**src/hw/rtl/lrupr_pkg.sv**
```systemverilog
package lrupr_pkg;

  localparam int NUM_FRAMES_DEF = 4;
  localparam int PAGE_BITS_DEF  = 16;

  localparam int PAGE_W  = 16;
  localparam int FRAME_W = 4;
  localparam int COUNT_W = 32;

  typedef struct packed {
    logic               is_fault;
    logic [FRAME_W-1:0] frame_used;
    logic               victim_valid;
    logic [PAGE_W-1:0]  evicted_page;
  } lookup_t;

endpackage

```
**src/hw/rtl/lrupr_frames.sv**
```systemverilog
module lrupr_frames #(
  parameter int NUM_FRAMES = lrupr_pkg::NUM_FRAMES_DEF,
  parameter int PAGE_BITS  = lrupr_pkg::PAGE_BITS_DEF
) (
  input  logic                     clk,
  input  logic                     rst_n,
  input  logic                     ref_valid,
  input  logic [((PAGE_BITS < lrupr_pkg::PAGE_W) ? PAGE_BITS : lrupr_pkg::PAGE_W)-1:0] ref_page,
  output lrupr_pkg::lookup_t       res
);
  import lrupr_pkg::*;

  localparam int PW = (PAGE_BITS < PAGE_W) ? PAGE_BITS : PAGE_W;
  localparam int FW = $clog2(NUM_FRAMES);
  localparam int RW = $clog2(NUM_FRAMES);

  logic [PW-1:0]   page_r  [NUM_FRAMES];
  logic [RW-1:0]   rank_r  [NUM_FRAMES];
  logic [NUM_FRAMES-1:0] valid_r;

  logic          hit;
  logic [FW-1:0] hit_idx;
  logic [RW-1:0] hit_rank;
  logic          empty;
  logic [FW-1:0] empty_idx;
  logic [FW-1:0] vic_idx;
  logic [FW-1:0] sel;

  always_comb begin
    hit       = 1'b0;
    hit_idx   = '0;
    hit_rank  = '0;
    empty     = 1'b0;
    empty_idx = '0;
    vic_idx   = '0;
    for (int i = NUM_FRAMES - 1; i >= 0; i--) begin
      if (valid_r[i] && page_r[i] == ref_page) begin
        hit      = 1'b1;
        hit_idx  = FW'(i);
        hit_rank = rank_r[i];
      end
      if (!valid_r[i]) begin
        empty     = 1'b1;
        empty_idx = FW'(i);
      end
      if (rank_r[i] == RW'(NUM_FRAMES - 1)) begin
        vic_idx = FW'(i);
      end
    end
    sel = hit ? hit_idx : (empty ? empty_idx : vic_idx);
  end

  always_comb begin
    res.is_fault     = !hit;
    res.frame_used   = FRAME_W'(sel);
    res.victim_valid = !hit && !empty;
    res.evicted_page = (!hit && !empty) ? PAGE_W'(page_r[vic_idx]) : '0;
  end

  always_ff @(posedge clk) begin
    if (!rst_n) begin
      valid_r <= '0;
      for (int i = 0; i < NUM_FRAMES; i++) begin
        rank_r[i] <= '0;
        page_r[i] <= '0;
      end
    end else if (ref_valid) begin
      for (int i = 0; i < NUM_FRAMES; i++) begin
        if (FW'(i) == sel) begin
          rank_r[i] <= '0;
          if (!hit) begin
            page_r[i]  <= ref_page;
            valid_r[i] <= 1'b1;
          end
        end else if (valid_r[i] && (!hit || rank_r[i] < hit_rank)) begin
          rank_r[i] <= rank_r[i] + RW'(1);
        end
      end
    end
  end

endmodule

```
**src/hw/rtl/lru_page_replacement.sv**
```systemverilog
// LRU page replacement over NUM_FRAMES frames.
// Input: pulse start with in_page_number for one cycle; the item is taken at
// the clock edge where start is high and busy is low. busy stays low, so a
// reference may be presented in every cycle.
// Output: for each accepted reference, out_valid is high for exactly
// one cycle with out_is_fault, out_frame_used, out_victim_valid,
// out_evicted_page and out_fault_total. One result per reference, in order.
// Throughput is one reference per cycle; each reference passes the input
// register and then the result register. The frame match, empty
// search, victim pick and rank update are one pass of parallel compares.
// The receiver cannot stall; results are presented once and not held.
// Reset (rst_n low, synchronous) empties every frame, clears all ranks and
// the fault count, and drops any reference in flight.
// The fault count saturates at its maximum.
module lru_page_replacement #(
  parameter int NUM_FRAMES = lrupr_pkg::NUM_FRAMES_DEF,
  parameter int PAGE_BITS  = lrupr_pkg::PAGE_BITS_DEF
) (
  input  logic                          clk,
  input  logic                          rst_n,
  input  logic                          start,
  output logic                          busy,
  input  logic [lrupr_pkg::PAGE_W-1:0]  in_page_number,
  output logic                          out_valid,
  output logic                          out_is_fault,
  output logic [lrupr_pkg::FRAME_W-1:0] out_frame_used,
  output logic                          out_victim_valid,
  output logic [lrupr_pkg::PAGE_W-1:0]  out_evicted_page,
  output logic [lrupr_pkg::COUNT_W-1:0] out_fault_total
);
  import lrupr_pkg::*;

  localparam int PW = (PAGE_BITS < PAGE_W) ? PAGE_BITS : PAGE_W;

  logic                ref_valid_r;
  logic [PW-1:0]       ref_page_r;
  lookup_t             res;
  logic                res_valid_r;
  lookup_t             res_r;
  logic [COUNT_W-1:0]  cnt_r;
  logic [COUNT_W-1:0]  cnt_nxt;

  assign busy = 1'b0;

  always_ff @(posedge clk) begin
    if (!rst_n) begin
      ref_valid_r <= 1'b0;
    end else begin
      ref_valid_r <= start;
    end
  end

  always_ff @(posedge clk) begin
    if (start) begin
      ref_page_r <= in_page_number[PW-1:0];
    end
  end

  lrupr_frames #(
    .NUM_FRAMES (NUM_FRAMES),
    .PAGE_BITS  (PAGE_BITS)
  ) u_frames (
    .clk       (clk),
    .rst_n     (rst_n),
    .ref_valid (ref_valid_r),
    .ref_page  (ref_page_r),
    .res       (res)
  );

  always_comb begin
    cnt_nxt = cnt_r;
    if (ref_valid_r && res.is_fault && cnt_r != '1) begin
      cnt_nxt = cnt_r + COUNT_W'(1);
    end
  end

  always_ff @(posedge clk) begin
    if (!rst_n) begin
      res_valid_r <= 1'b0;
      cnt_r       <= '0;
    end else begin
      res_valid_r <= ref_valid_r;
      cnt_r       <= cnt_nxt;
    end
  end

  // hold the result for its single output cycle
  always_ff @(posedge clk) begin
    if (ref_valid_r) begin
      res_r <= res;
    end
  end

  assign out_valid        = res_valid_r;
  assign out_is_fault     = res_r.is_fault;
  assign out_frame_used   = res_r.frame_used;
  assign out_victim_valid = res_r.victim_valid;
  assign out_evicted_page = res_r.evicted_page;
  assign out_fault_total  = cnt_r;

endmodule

```
**config.mk**
```make
export PLATFORM = sky130hd
export DESIGN_NAME = lru_page_replacement
export DESIGN_NICKNAME = d
export VERILOG_FILES = /design/src/hw/rtl/lrupr_pkg.sv /design/src/hw/rtl/lrupr_frames.sv /design/src/hw/rtl/lru_page_replacement.sv
export SDC_FILE = /design/constraint.sdc
export NUM_CORES = 1
export LEC_CHECK = 0
export BUFFER_PORTS_ARGS = -buffer_cell sky130_fd_sc_hd__buf_2
export CELL_PAD_IN_SITES_DETAIL_PLACEMENT = 2
export CELL_PAD_IN_SITES_GLOBAL_PLACEMENT = 2
export CORE_MARGIN = 3
export CORE_UTILIZATION = 35
export DETAILED_ROUTE_END_ITERATION = 8
export PLACE_DENSITY = 0.78
export SYNTH_ARGS = -nofsm -noshare
export SYNTH_HDL_FRONTEND = slang
export SYNTH_SLANG_ARGS = --single-unit
```
**constraint.sdc**
```tcl
create_clock -name clk -period 4.05 [get_ports clk]
set_input_delay 0.81 -clock clk [delete_from_list [all_inputs] [get_ports clk]]
set_output_delay 0.81 -clock clk [all_outputs]
set_load 0.02 [all_outputs]
```
==> results of run 1 <==
-- final timing paths --
path | start | end | slack (ns) | cells past startpoint
hold / removal | out_fault_total[30]$_SDFFE_PN0P_ | out_fault_total[30]$_SDFFE_PN0P_ | 0.51 | 2
setup reg to reg | ref_page_r[8]$_DFFE_PP_ | u_frames.rank_r[0][4]$_SDFFCE_PN0P_ | 0.22 | 13
hold reg to reg | out_fault_total[30]$_SDFFE_PN0P_ | out_fault_total[30]$_SDFFE_PN0P_ | 0.51 | 2
setup / recovery | ref_page_r[8]$_DFFE_PP_ | u_frames.rank_r[0][4]$_SDFFCE_PN0P_ | 0.22 | 13
-- Yosys cell counts (4+ instances only) --
master                     instances  area share (%)
sky130_fd_sc_hd__edfxtp_1        108              41
sky130_fd_sc_hd__xnor2_1          52             5.8
sky130_fd_sc_hd__nor3_1           44             2.8
sky130_fd_sc_hd__clkbuf_1         43             2.1
sky130_fd_sc_hd__dfxtp_1          38             9.7
sky130_fd_sc_hd__nand2_1          36             1.7
sky130_fd_sc_hd__inv_1            34             1.6
sky130_fd_sc_hd__a211oi_1         33             3.2
sky130_fd_sc_hd__nand4_1          30             2.4
sky130_fd_sc_hd__nor3_2           30             3.8
sky130_fd_sc_hd__a21oi_1          28             1.8
sky130_fd_sc_hd__and2_1           24             1.9
sky130_fd_sc_hd__o31ai_1          24             2.3
sky130_fd_sc_hd__or4_1            24             2.3
sky130_fd_sc_hd__nand3_1          23             1.5
sky130_fd_sc_hd__o22ai_1          21             1.7
sky130_fd_sc_hd__nor2_1           14            0.67
sky130_fd_sc_hd__xor2_1           13             1.5
sky130_fd_sc_hd__buf_2            10            0.64
sky130_fd_sc_hd__ha_1              9             1.4
sky130_fd_sc_hd__nand2b_1          9            0.72
sky130_fd_sc_hd__o21ai_0           9            0.57
sky130_fd_sc_hd__or3_1             9            0.72
sky130_fd_sc_hd__nor4_1            8            0.64
sky130_fd_sc_hd__and3_1            6            0.48
sky130_fd_sc_hd__buf_4             6            0.57
sky130_fd_sc_hd__and4_1            4            0.45
sky130_fd_sc_hd__nor4b_1           4            0.45
sky130_fd_sc_hd__o41ai_1           4            0.45
-- per-layer routing --
metal	share of wire [%]	routed length (um)
met1	44	12470
met2	48	13610
met3	5.2	1450
met4	2.1	602
met5	0	0
-- area by class of cell --
class                   instances  area share (%)
clock buffers                  18           4.739
clock inverters                14           1.589
inverters                      35           1.478
multi-input cells             497           38.45
flip-flops and latches        146           44.21
well taps                     280           3.868
repair buffers                 92           5.665
-- per-stage QoR --
| step | setup WS (ns) | cells | utilization (%) |
|---|---|---|---|
| final | 0.2245 | 1082 | 41.24 |
| after global routing | 0.01691 | 1082 | 41.24 |
| after CTS | 0.08116 | 1082 | 41.05 |
| after detailed placement | 0.1926 | 1050 | 38.44 |
| after global placement | 0.2626 | 1050 | 38.44 |
| after floorplan | 0.02204 | 741 | - |
-- kinds of logic after synthesis --
group	Yosys count	share of synthesized area, %
and+or+nand+nor	274	21.51
DFF	146	51.02
other	1	0.04779
muxes	3	0.3827
adders and majority gates	9	1.435
buffers and inverters	98	5.453
xor gates and xnor gates	65	7.255
AOI/OAI and AO/OA	143	12.90
-- sequential cells by signal, summed over array words and instances (netlist names) --
register          flops
u_frames.page_r      64
out_valid             1
out_fault_total      32
out_is_fault          1
out_frame_used        2
u_frames.valid_r      4
ref_page_r           16
out_evicted_page     16
u_frames.rank_r       8
ref_valid_r           1
out_victim_valid      1
-- power groups by stage --
stage          Combinational, mW  Clock (mW)  Sequential [mW]
2_1_floorplan              0.261           0             1.73
3_3_place_gp               0.358           0             1.76
3_5_place_dp               0.378           0             1.77
4_1_cts                    0.384        1.61             1.74
5_1_grt                    0.418        1.67             1.74
6_report                   0.388        1.59             1.74
-- critical path: stages (launching register included) --
cell and delay [ns]:
sky130_fd_sc_hd__edfxtp_1 0.53, sky130_fd_sc_hd__xnor2_1 0.38, sky130_fd_sc_hd__nand4_1 0.15, sky130_fd_sc_hd__nor4_1 0.41, sky130_fd_sc_hd__buf_4 0.20, sky130_fd_sc_hd__nand2_1 0.05, sky130_fd_sc_hd__a41oi_1 0.24, sky130_fd_sc_hd__o21ai_0 0.14
sky130_fd_sc_hd__mux2i_2 0.30, sky130_fd_sc_hd__ha_1 0.30, sky130_fd_sc_hd__and2_1 0.17, sky130_fd_sc_hd__o22ai_1 0.19, sky130_fd_sc_hd__o41ai_2 0.14, sky130_fd_sc_hd__o221ai_1 0.29
==> results.txt, run 1 <==
The run finished with clean final reports. Averaged over all synthesized cells, the footprint is 10.62 sq um. For this run, the register share of the synthesized area comes to 51.02%. Entering global routing, the biggest net connects 54 pins. In this run the power density over the cells is 410.1 nW/um^2. The worst setup path category was reg -> reg. Summing every instance area after synthesis gives 7848 sq um. The analysis attributes to net switching a power of 1.063 mW.

The first global-routing pass estimated 43.41 mm of wire. Wires add up to 28.14 mm. The logs give 4.799% for the met3 global-route usage and 146 for the clock sink total. The placed instances occupy a cell area of 8442 sq um. VDD sags by at most 0.0002935 V. In the final layout, the multi-input gates occupy 3482 sq um.

The tools report the number of buffers created by CTS as 17. In the synthesized netlist, the number of instances is 739. Number of failing setup endpoints in the final timing report: 0. The number of max-slew violations in the final report is 0, and the slew at the pin closest to its max-slew limit is 1.031 ns.

Static leakage: 3.065 nW. For the final antenna-violating net count, the log shows 0. Leaving out fill and tap cells, the most frequent cell in the layout is sky130_fd_sc_hd__edfxtp_1. The path class of the tightest hold or removal check is reg -> reg.

The number of post-CTS setup repair buffers is 0. The count of maximum capacitance violations was 0. The data arrival time of the worst path came out at 3.94 ns. The die span in x was 155.7 um; the routed via count divided by cell count was 6.006. TritonCTS built the clock tree.

The clock passes through at most 2 buffers. For the total global routing track utilization, the log shows 23.52%. The via count of the first global-routing pass was 7007; the die span in y was 155.7 um. Combinational logic burns 10.4% of the power. The number of placed I/O pins came out at 75. After synthesis, the share of flip-flops with an asynchronous set or reset is 0%. After clock tree synthesis, the clock-pin slew on the worst setup and hold paths is 0.07 ns.

The effective utilization at floorplan is 35.74%, and the post-layout instance area is 9056 sq um. The net count reported at finish was 817; the number of library cell types mapped by synthesis was 55. In the layout the commonest cells are sky130_fd_sc_hd__edfxtp_1, sky130_fd_sc_hd__buf_2, sky130_fd_sc_hd__xnor2_1. Cell internal power was estimated by the tool at 2.651 mW.

The number of buffers added on ports was 71. Kind of capture point of the worst setup path: a flip-flop. Setup repair after global routing left no endpoint under its margin. Ratio of final minimum period to clock period: 94.46%. The region available for standard cell placement spans 21960 sq um. Along the worst path, the maximum fanout reaches 5. The floorplan has 54 rows. The total overflow reported by the global router was 0.

Dividing the detail-routed wire length by the instance count gives 26.00 um. The fraction of power consumed by the clock network came out at 42.8%. STA puts the critical path data required time at 4.17 ns. The cell sitting at the root of the clock tree is a sky130_fd_sc_hd__clkbuf_16.

The total number of vias was 6499. On the final layout, the worst hold slack is 0.5100 ns. The filler cell count was 2314; the setup TNS after final layout was 0 ns.

The kind of start point of the critical path is a flip-flop. The met1 global-route usage is 31.29%. The most frequently used flop master after synthesis was sky130_fd_sc_hd__edfxtp_1. The proportion of layout cells with a drive suffix above 1 came out at 21.32%. Buffers inserted to repair hold after CTS numbered 0. 0 antenna diodes ended up in the layout. The run gives 0 as the number of antenna violations at the first check in global routing.

The clock insertion delay at the later pin of the skew report was 0.45 ns; the detailed placer's ending HPWL was 20.01 mm. The synthesized design contains 146 register bits. The relative slew slack was 31.07%. The tools report the global routing met2 resource utilization as 38.99%.

The area enclosed by the die boundary is 24250 sq um. The worst path needs 3.825 ns of the cycle, external delays included. The run gives 0 as the number of hold violations in the final report. In the final layout, flip-flops and latches occupy 4004 sq um. The DRC violation count after routing is 0, and the level count of the clock H-tree is 4.

The area growth from synthesis to layout is 15.40%. The switching part of the total power was 28.61%. The first TritonRoute pass finished after 4 iterations. Routability-driven placement finished with a final weighted congestion of 0.9227. Across the routed clock network, the largest skew measured is 0.01396 ns. The global routing stage identified its most utilized layer as met2. The synthesis warning total is 0, and the number of synthesized flops with an enable pin is 108. The number of instances resized during post-cts repair is 0. The logs give 3.714 mW for the total power after layout and 46.8% for the sequential share of power. Derived from the worst setup path, the maximum achievable clock frequency is 0.2614 GHz.

Count of routing violations after the opening detailed-route iteration: 413.
(Power assumes the default switching activity.)
==> run 2: changes to the inputs <==
--- a/config.mk
+++ b/config.mk
@@ -9,9 +9,9 @@
 export CELL_PAD_IN_SITES_DETAIL_PLACEMENT = 2
 export CELL_PAD_IN_SITES_GLOBAL_PLACEMENT = 2
 export CORE_MARGIN = 3
-export CORE_UTILIZATION = 35
+export CORE_UTILIZATION = 42
 export DETAILED_ROUTE_END_ITERATION = 8
-export PLACE_DENSITY = 0.78
+export PLACE_DENSITY = 0.87
 export SYNTH_ARGS = -nofsm -noshare
 export SYNTH_HDL_FRONTEND = slang
 export SYNTH_SLANG_ARGS = --single-unit
==> constraint.sdc (replaced) <==
create_clock -name clk -period 4.57 [get_ports clk]
set_input_delay 0.914 -clock clk [delete_from_list [all_inputs] [get_ports clk]]
set_output_delay 0.914 -clock clk [all_outputs]
set_load 0.02 [all_outputs]
==> results.txt, run 2 (synthesis results as in run 1) <==
The run finished with clean final reports. The path type of the worst min-delay path is reg -> reg. Counting flops per register, the top entry is u_frames.page_r. The tools report the level count of the clock H-tree as 4.

The worst hold path terminates at out_fault_total[17]$_SDFFE_PN0P_. Walking the worst path, the cells encountered are xnor2_1 > nand4_1 > nor4_1 > nand2_1 > a41oi_1 > o21ai_0 > mux2i_1 > ha_1 > inv_1 > o41ai_1 > o221ai_1. After detailed placement, the total cell area comes to 8349 sq um. The library cells used most frequently in the layout, excluding fill and tap cells, are sky130_fd_sc_hd__edfxtp_1, sky130_fd_sc_hd__buf_2, sky130_fd_sc_hd__xnor2_1.

Worst setup path category: reg -> reg. The tools report the launch instance of the worst register-to-register path as ref_page_r[14]$_DFFE_PP_. The number of placed I/O pins is 75. The clock sink total was 146. The tools report the number of hold violations in the final report as 0. TritonCTS built the clock tree. The slowest stage of the critical path is the sky130_fd_sc_hd__o41ai_1 cell.

The floorplan has 49 rows. In the final layout, the share of cells above drive strength 1 is 20.33%. The post-layout instance area came out at 8921 sq um. Max-cap violations in this run came to 0. The number of buffers between clock root and the deepest sink is 2, and the DRC violation count after routing is 0. The routed layout has 6761 vias.

The number of buffers created by CTS was 17; the length of the first detailed-routing pass in iterations was 7. The run gives 0 ns as the setup TNS after final layout. Across all register-to-register paths, the minimum setup slack is 0.43 ns. The number of instances resized during post-cts repair came out at 0. The endpoint identified for the worst register-to-register timing path is u_frames.rank_r[0][5]$_SDFFCE_PN0P_. The run gives 0.9460 as the routability congestion estimate.

In this run the power spent charging and discharging nets is 955.2 uW. For the worst setup path, the data required time is 4.71 ns. The switching part of the total power came out at 28.95%. Setup violations remaining at the end of the flow were counted as 0. STA classifies the critical path startpoint as a flip-flop.

The peak ir drop on the vdd network is 0.0002721 V. The number of buffers and inverters on the critical path was 1. The clock reaches the later pin of the worst-skew pair after 0.44 ns.

Once detail routing completed, the nets flagged for antenna violations numbered 0. Setup repair after global routing left no endpoint under its margin. The fraction of power consumed by the clock network was 42.5%.

After clock tree synthesis, the clock-pin slew on the worst setup and hold paths is 0.07 ns. Summed over all layers, the global routing overflow is 0. The flip-flop count of the largest register, all copies and words added came out at 64. The routed wirelength normalized by instance count came out at 29.39 um. The number of cells on the worst reg-to-reg path is 11. The via count of the first global-routing pass is 7297, and the slew at the pin closest to its max-slew limit is 1.097 ns.

The worst path uses 90.53% of the clock period. The first global-routing pass estimated 45.33 mm of wire. Worst hold path startpoint: out_fault_total[17]$_SDFFE_PN0P_. Based on the critical path, the design can be clocked at up to 0.2417 GHz. The area growth from synthesis to final layout is 13.68%, and the total internal power is 2.344 mW.

CTS placed an instance of sky130_fd_sc_hd__clkbuf_16 at the clock tree root. The static leakage came out at 3.027 nW. The most common library cell in the layout ignoring fill and taps is sky130_fd_sc_hd__edfxtp_1.

Detailed placement ended at an HPWL of 20.16 mm. The final worst clock skew was 0.01017 ns; the number of post-CTS setup repair buffers was 0. For this run, the slowest stage of the critical path takes 0.61 ns. For the number of max-slew violations in the final report, the log shows 0. The data arrival time of the worst path was 4.28 ns; the count of routing violations after the opening detailed-route iteration was 566.

The hold-fix buffer count after cts is 0, and the die span in y is 142.7 um. The net count reported at finish was 812. The post-layout minimum cycle time was 4.137 ns; the number of antenna violations at the first check in global routing was 1. The cell family contributing the most delay on the critical path is compound AO/OA/AOI/OAI gates. Dividing total power by cell area gives a power density of 369.8 nW/um^2.

The number of buffers added on ports came out at 71. The worst setup path is captured at a flip-flop. The logs give 46.8% for the sequential share of power and 30.03% for the total global routing track utilization. The floorplan step defined a die boundary enclosing 20360 sq um. Wires add up to 30.16 mm.

After detailed routing, the number of vias per cell comes to 6.590. The logs give 26.69% for the relative slew slack and 0 for the total inserted antenna cells. In this run the standard cell core region covers 18150 sq um. The worst hold path passes through 2 cells. Combinational logic burns 10.7% of the power. The largest driver fanout on the critical path was 5. From left edge to right edge, the die measures 142.7 um.

The maximum number of pins on one net before global-route repair came out at 54. The effective utilization at floorplan is 43.24%.
run 2: how the worst max path moves through the flow:
stage | from | to | slack, ns | cells past startpoint
6_report | ref_page_r[14]$_DFFE_PP_ | u_frames.rank_r[0][5]$_SDFFCE_PN0P_ | 0.43 | 11
2_1_floorplan | ref_page_r[14]$_DFFE_PP_ | u_frames.page_r[1][0]$_SDFFCE_PN0P_ | 0.44 | 10
4_1_cts | ref_page_r[14]$_DFFE_PP_ | u_frames.rank_r[0][5]$_SDFFCE_PN0P_ | 0.55 | 11
3_3_place_gp | ref_page_r[14]$_DFFE_PP_ | u_frames.page_r[1][5]$_SDFFCE_PN0P_ | 0.93 | 9
3_5_place_dp | ref_page_r[3]$_DFFE_PP_ | u_frames.rank_r[0][5]$_SDFFCE_PN0P_ | 0.79 | 11
5_1_grt | ref_page_r[14]$_DFFE_PP_ | u_frames.rank_r[0][5]$_SDFFCE_PN0P_ | 0.26 | 12
run 2: per-stage QoR:
stage               power [mW]  utilization (%)  hold WS (ns)  worst slack, ns  instances
floorplan                1.768                -        0.5547           0.4413        741
global placement         1.875            46.01        0.4722           0.9273        994
detailed placement       1.906            46.01        0.5000           0.7936        994
CTS                      3.305            49.16        0.5091           0.5455       1026
global route             3.390            49.16        0.5525           0.2624       1026
finish                   3.299            49.16        0.5063           0.4327       1026
run 2: layout make-up:
type,instances,area (sq um)
well taps,229,286.5
flip-flops and latches,146,4004
clock inverters,15,146.4
multi-input cells,497,3450
clock buffers,17,425.4
inverters,35,133.9
repair buffers,87,475.5
fillers,1850,9226
run 2: worst register-to-register path, cell delays in order (launching register included):
cell and delay (ns):
sky130_fd_sc_hd__edfxtp_1 0.50, sky130_fd_sc_hd__xnor2_1 0.43, sky130_fd_sc_hd__nand4_1 0.17, sky130_fd_sc_hd__nor4_1 0.58, sky130_fd_sc_hd__nand2_1 0.11, sky130_fd_sc_hd__a41oi_1 0.26, sky130_fd_sc_hd__o21ai_0 0.13, sky130_fd_sc_hd__mux2i_1 0.44
sky130_fd_sc_hd__ha_1 0.23, sky130_fd_sc_hd__inv_1 0.06, sky130_fd_sc_hd__o41ai_1 0.61, sky130_fd_sc_hd__o221ai_1 0.31
run 2: per-layer routing:
layer / part of all wire, % / wire length (um) / track usage [%] / vias up
li1: - / - / - / 2891
met1: 40 / 12150 / 37.07 / 3438
met2: 48 / 14420 / 49.88 / 318
met3: 6.9 / 2093 / 6.865 / 112
met4: 4.9 / 1482 / 14.31 / 2
met5: 0.023 / 7 / 0 / -
run 2: power groups by stage:
| stage | registers (mW) | clock network [mW] | logic (mW) |
|---|---|---|---|
| finish | 1.54 | 1.40 | 0.354 |
| global route | 1.55 | 1.47 | 0.374 |
| CTS | 1.54 | 1.42 | 0.347 |
| floorplan | 1.54 | 0 | 0.231 |
| detailed placement | 1.57 | 0 | 0.337 |
| global placement | 1.56 | 0 | 0.315 |
==> run 3: changes to the inputs <==
--- a/config.mk
+++ b/config.mk
@@ -9,9 +9,9 @@
 export CELL_PAD_IN_SITES_DETAIL_PLACEMENT = 2
 export CELL_PAD_IN_SITES_GLOBAL_PLACEMENT = 2
 export CORE_MARGIN = 3
-export CORE_UTILIZATION = 42
+export CORE_UTILIZATION = 39
 export DETAILED_ROUTE_END_ITERATION = 8
-export PLACE_DENSITY = 0.87
+export PLACE_DENSITY = 0.82
 export SYNTH_ARGS = -nofsm -noshare
 export SYNTH_HDL_FRONTEND = slang
 export SYNTH_SLANG_ARGS = --single-unit
==> constraint.sdc (replaced) <==
create_clock -name clk -period 4.6 [get_ports clk]
set_input_delay 1.15 -clock clk [delete_from_list [all_inputs] [get_ports clk]]
set_output_delay 1.15 -clock clk [all_outputs]
set_load 0.02 [all_outputs]
==> results.txt, run 3 (synthesis results as in run 1) <==
The run finished with clean final reports. Dividing total power by cell area gives a power density of 358.4 nW/um^2. Post-CTS timing repair inserted 0 buffers for setup. After the flow finishes, the layout carries non-filler instances totaling 1065. The final antenna-violating net count was 0. Number of buffers between clock root and the deepest sink: 2. The tools report the kind of capture point of the worst setup path as a flip-flop. The final worst clock skew was 0.01358 ns.

Flip-flop count of the largest register, all copies and words added: 64. The tools report the cell chosen for the clock root as sky130_fd_sc_hd__clkbuf_16. The post-layout minimum cycle time was 3.927 ns.

After detailed routing, the number of remaining DRC violations is 0. The number of max-slew violations in the final report was 0; the proportion of layout cells with a drive suffix above 1 was 20.13%. The ratio of final minimum period to clock period came out at 85.37%.

The area growth from synthesis to layout is 14.22%. Setup slack on the worst reg-to-reg path comes out at 0.67 ns. The relative slew slack was 26.08%. The worst hold endpoint was out_fault_total[30]$_SDFFE_PN0P_.

The total number of vias is 6581, and the total global routing track utilization is 25.95%. Slew at the pin closest to its max-slew limit: 1.106 ns. The largest driver fanout on the critical path was 5. The required time of the critical path came out at 4.75 ns. The static leakage is 3.036 nW.

The clock insertion delay at the later pin of the skew report was 0.44 ns. Setup violations remaining at the end of the flow were counted as 0. The first global-routing pass estimated 42.74 mm of wire. After the first detailed-routing iteration, the DRC count stood at 502. The library cells used most frequently in the layout, excluding fill and tap cells, are sky130_fd_sc_hd__edfxtp_1, sky130_fd_sc_hd__buf_2, sky130_fd_sc_hd__xnor2_1. In this run the core area contains 51 standard-cell rows. Counting the fill cells in the layout gives 2059. Gates resized during post-CTS repair numbered 0. The worst setup path category is reg -> reg.

The die span in y is 147.9 um. The data arrival time of the worst path was 4.08 ns. The number of cells traversed by the worst register-to-register path was 11. In this run the horizontal extent of the chip is 147.9 um.

Detailed placer's ending HPWL: 19.85 mm. The via count of the first global-routing pass was 6904; the total inserted antenna cells was 0. The clock sink total came out at 146. TritonCTS built the clock tree.

The tools report the core area as 19590 sq um. IR analysis of the VDD net gives a maximum drop of 0.0002793 V. The run gives 0.6730 ns as the slack of the critical path. The run gives 0 as the number of hold violations in the final report. 75 I/O pins were placed. Entering global routing, the biggest net connects 54 pins. The clock tree synthesis step divided the H-tree into 4 levels. The startpoint identified for the worst hold timing path is out_fault_total[30]$_SDFFE_PN0P_. Ranked by flip-flop count, first place goes to u_frames.page_r. The pre-antenna-repair detailed-routing pass consisted of 5 iterations. The most common library cell in the layout ignoring fill and taps was sky130_fd_sc_hd__edfxtp_1.

The final layout contains 815 nets. The kind of start point of the critical path is a flip-flop. The routed via count divided by cell count is 6.179. The path class of the tightest hold or removal check is reg -> reg. The startpoint identified for the worst register-to-register timing path is ref_page_r[0]$_DFFE_PP_. Prior to clock tree synthesis, the placed netlist has a worst setup slack of 0.8170 ns. For the number of buffers created by CTS, the log shows 17. After global routing the overflow that remains totals 0. After clock tree synthesis, the clock-pin slew on the worst setup and hold paths is 0.06 ns. After detailed routing, the average wire length per cell comes to 26.42 um. Once the floorplan was initialized, standard cells occupied 40.06% of the core. The routability congestion estimate is 0.9636, and the number of antenna violations at the first check in global routing is 1. Input and output buffers added on the ports amount to 71. The worst setup path startpoint is ref_page_r[0]$_DFFE_PP_. The cell depth of the worst hold path is 2.

Setup repair after global routing left no endpoint under its margin. The tools report the hold-fix buffer count after cts as 0. The upper clock frequency limit is 0.2546 GHz, and the setup TNS after final layout is 0 ns. The logs give 28.14 mm for the aggregate routed wire length and 1033 for the instance count after placement with tap cells included.

The endpoint identified for the worst register-to-register timing path is u_frames.rank_r[0][5]$_SDFFCE_PN0P_. The die covers 21860 sq um. The tool flagged a number of max-cap violations equal to 0.
run 3: cell count changes in the layout (fill, tap and decap cells not counted), sizes merged:
cell	before	now
clkinv	4	6
clkinvlp	2	0
inv	43	40
bufinv	1	0
buf	87	90
clkbuf	17	21
run 3: worst max-delay path, cell delays in order, from the launching register on:
cell                       delay (ns)
sky130_fd_sc_hd__edfxtp_1        0.53
sky130_fd_sc_hd__xnor2_1         0.42
sky130_fd_sc_hd__nand4_1         0.15
sky130_fd_sc_hd__nor4_1          0.49
sky130_fd_sc_hd__and3_1          0.23
sky130_fd_sc_hd__a41oi_1         0.04
sky130_fd_sc_hd__o21ai_0         0.26
sky130_fd_sc_hd__mux2i_1         0.21
sky130_fd_sc_hd__ha_1            0.33
sky130_fd_sc_hd__inv_1           0.06
sky130_fd_sc_hd__o41ai_1         0.63
sky130_fd_sc_hd__o221ai_1        0.29
run 3: how the worst max path moves through the flow:
| stage | to | slack, ns |
|---|---|---|
| floorplan | u_frames.page_r[1][0]$_SDFFCE_PN0P_ | 0.47 |
| global placement | u_frames.rank_r[0][4]$_SDFFCE_PN0P_ | 0.89 |
| detailed placement | u_frames.rank_r[0][6]$_SDFFCE_PN0P_ | 0.82 |
| CTS | u_frames.rank_r[0][4]$_SDFFCE_PN0P_ | 0.69 |
| global route | u_frames.rank_r[0][5]$_SDFFCE_PN0P_ | 0.41 |
| finish | u_frames.rank_r[0][5]$_SDFFCE_PN0P_ | 0.67 |
run 3: layout make-up:
type                    instances  area (sq um)  share of cell area [%]
flip-flops and latches        146          4004                   44.67
multi-input cells             497          3450                   38.48
repair buffers                 90         498.0                   5.556
clock buffers                  21         471.7                   5.262
well taps                     265         331.6                   3.699
inverters                      35         133.9                   1.494
clock inverters                11         75.07                  0.8375
run 3: routing by layer:
| metal | track usage [%] | vias to the layer above | routed length, um |
|---|---|---|---|
| li1 | - | 2897 | - |
| met1 | 33.05 | 3370 | 11860 |
| met2 | 43.15 | 256 | 13540 |
| met3 | 6.959 | 56 | 2042 |
| met4 | 8.499 | 2 | 685 |
| met5 | 0 | - | 13 |
run 3: report_power, final:
| group | internal [mW] | switching [mW] | total [mW] | leakage, nW |
|---|---|---|---|---|
| Clock | 0.738 | 0.595 | 1.33 | 0.273 |
| Sequential | 1.47 | 0.0638 | 1.53 | 1.40 |
| Combinational | 0.105 | 0.243 | 0.348 | 1.36 |
| Total | 2.31 | 0.902 | 3.21 | 3.04 |
run 3: metrics by stage:
step                      hold WS, ns  power (mW)  util [%]  instance area (sq um)
final                          0.5048       3.212     45.76                   8964
after floorplan                0.5547       1.757         -                   7855
after global placement         0.4724       1.869     42.96                   8417
after global routing           0.5389       3.307     45.76                   8964
after detailed placement       0.4996       1.894     42.96                   8417
after CTS                      0.5099       3.220     45.76                   8964
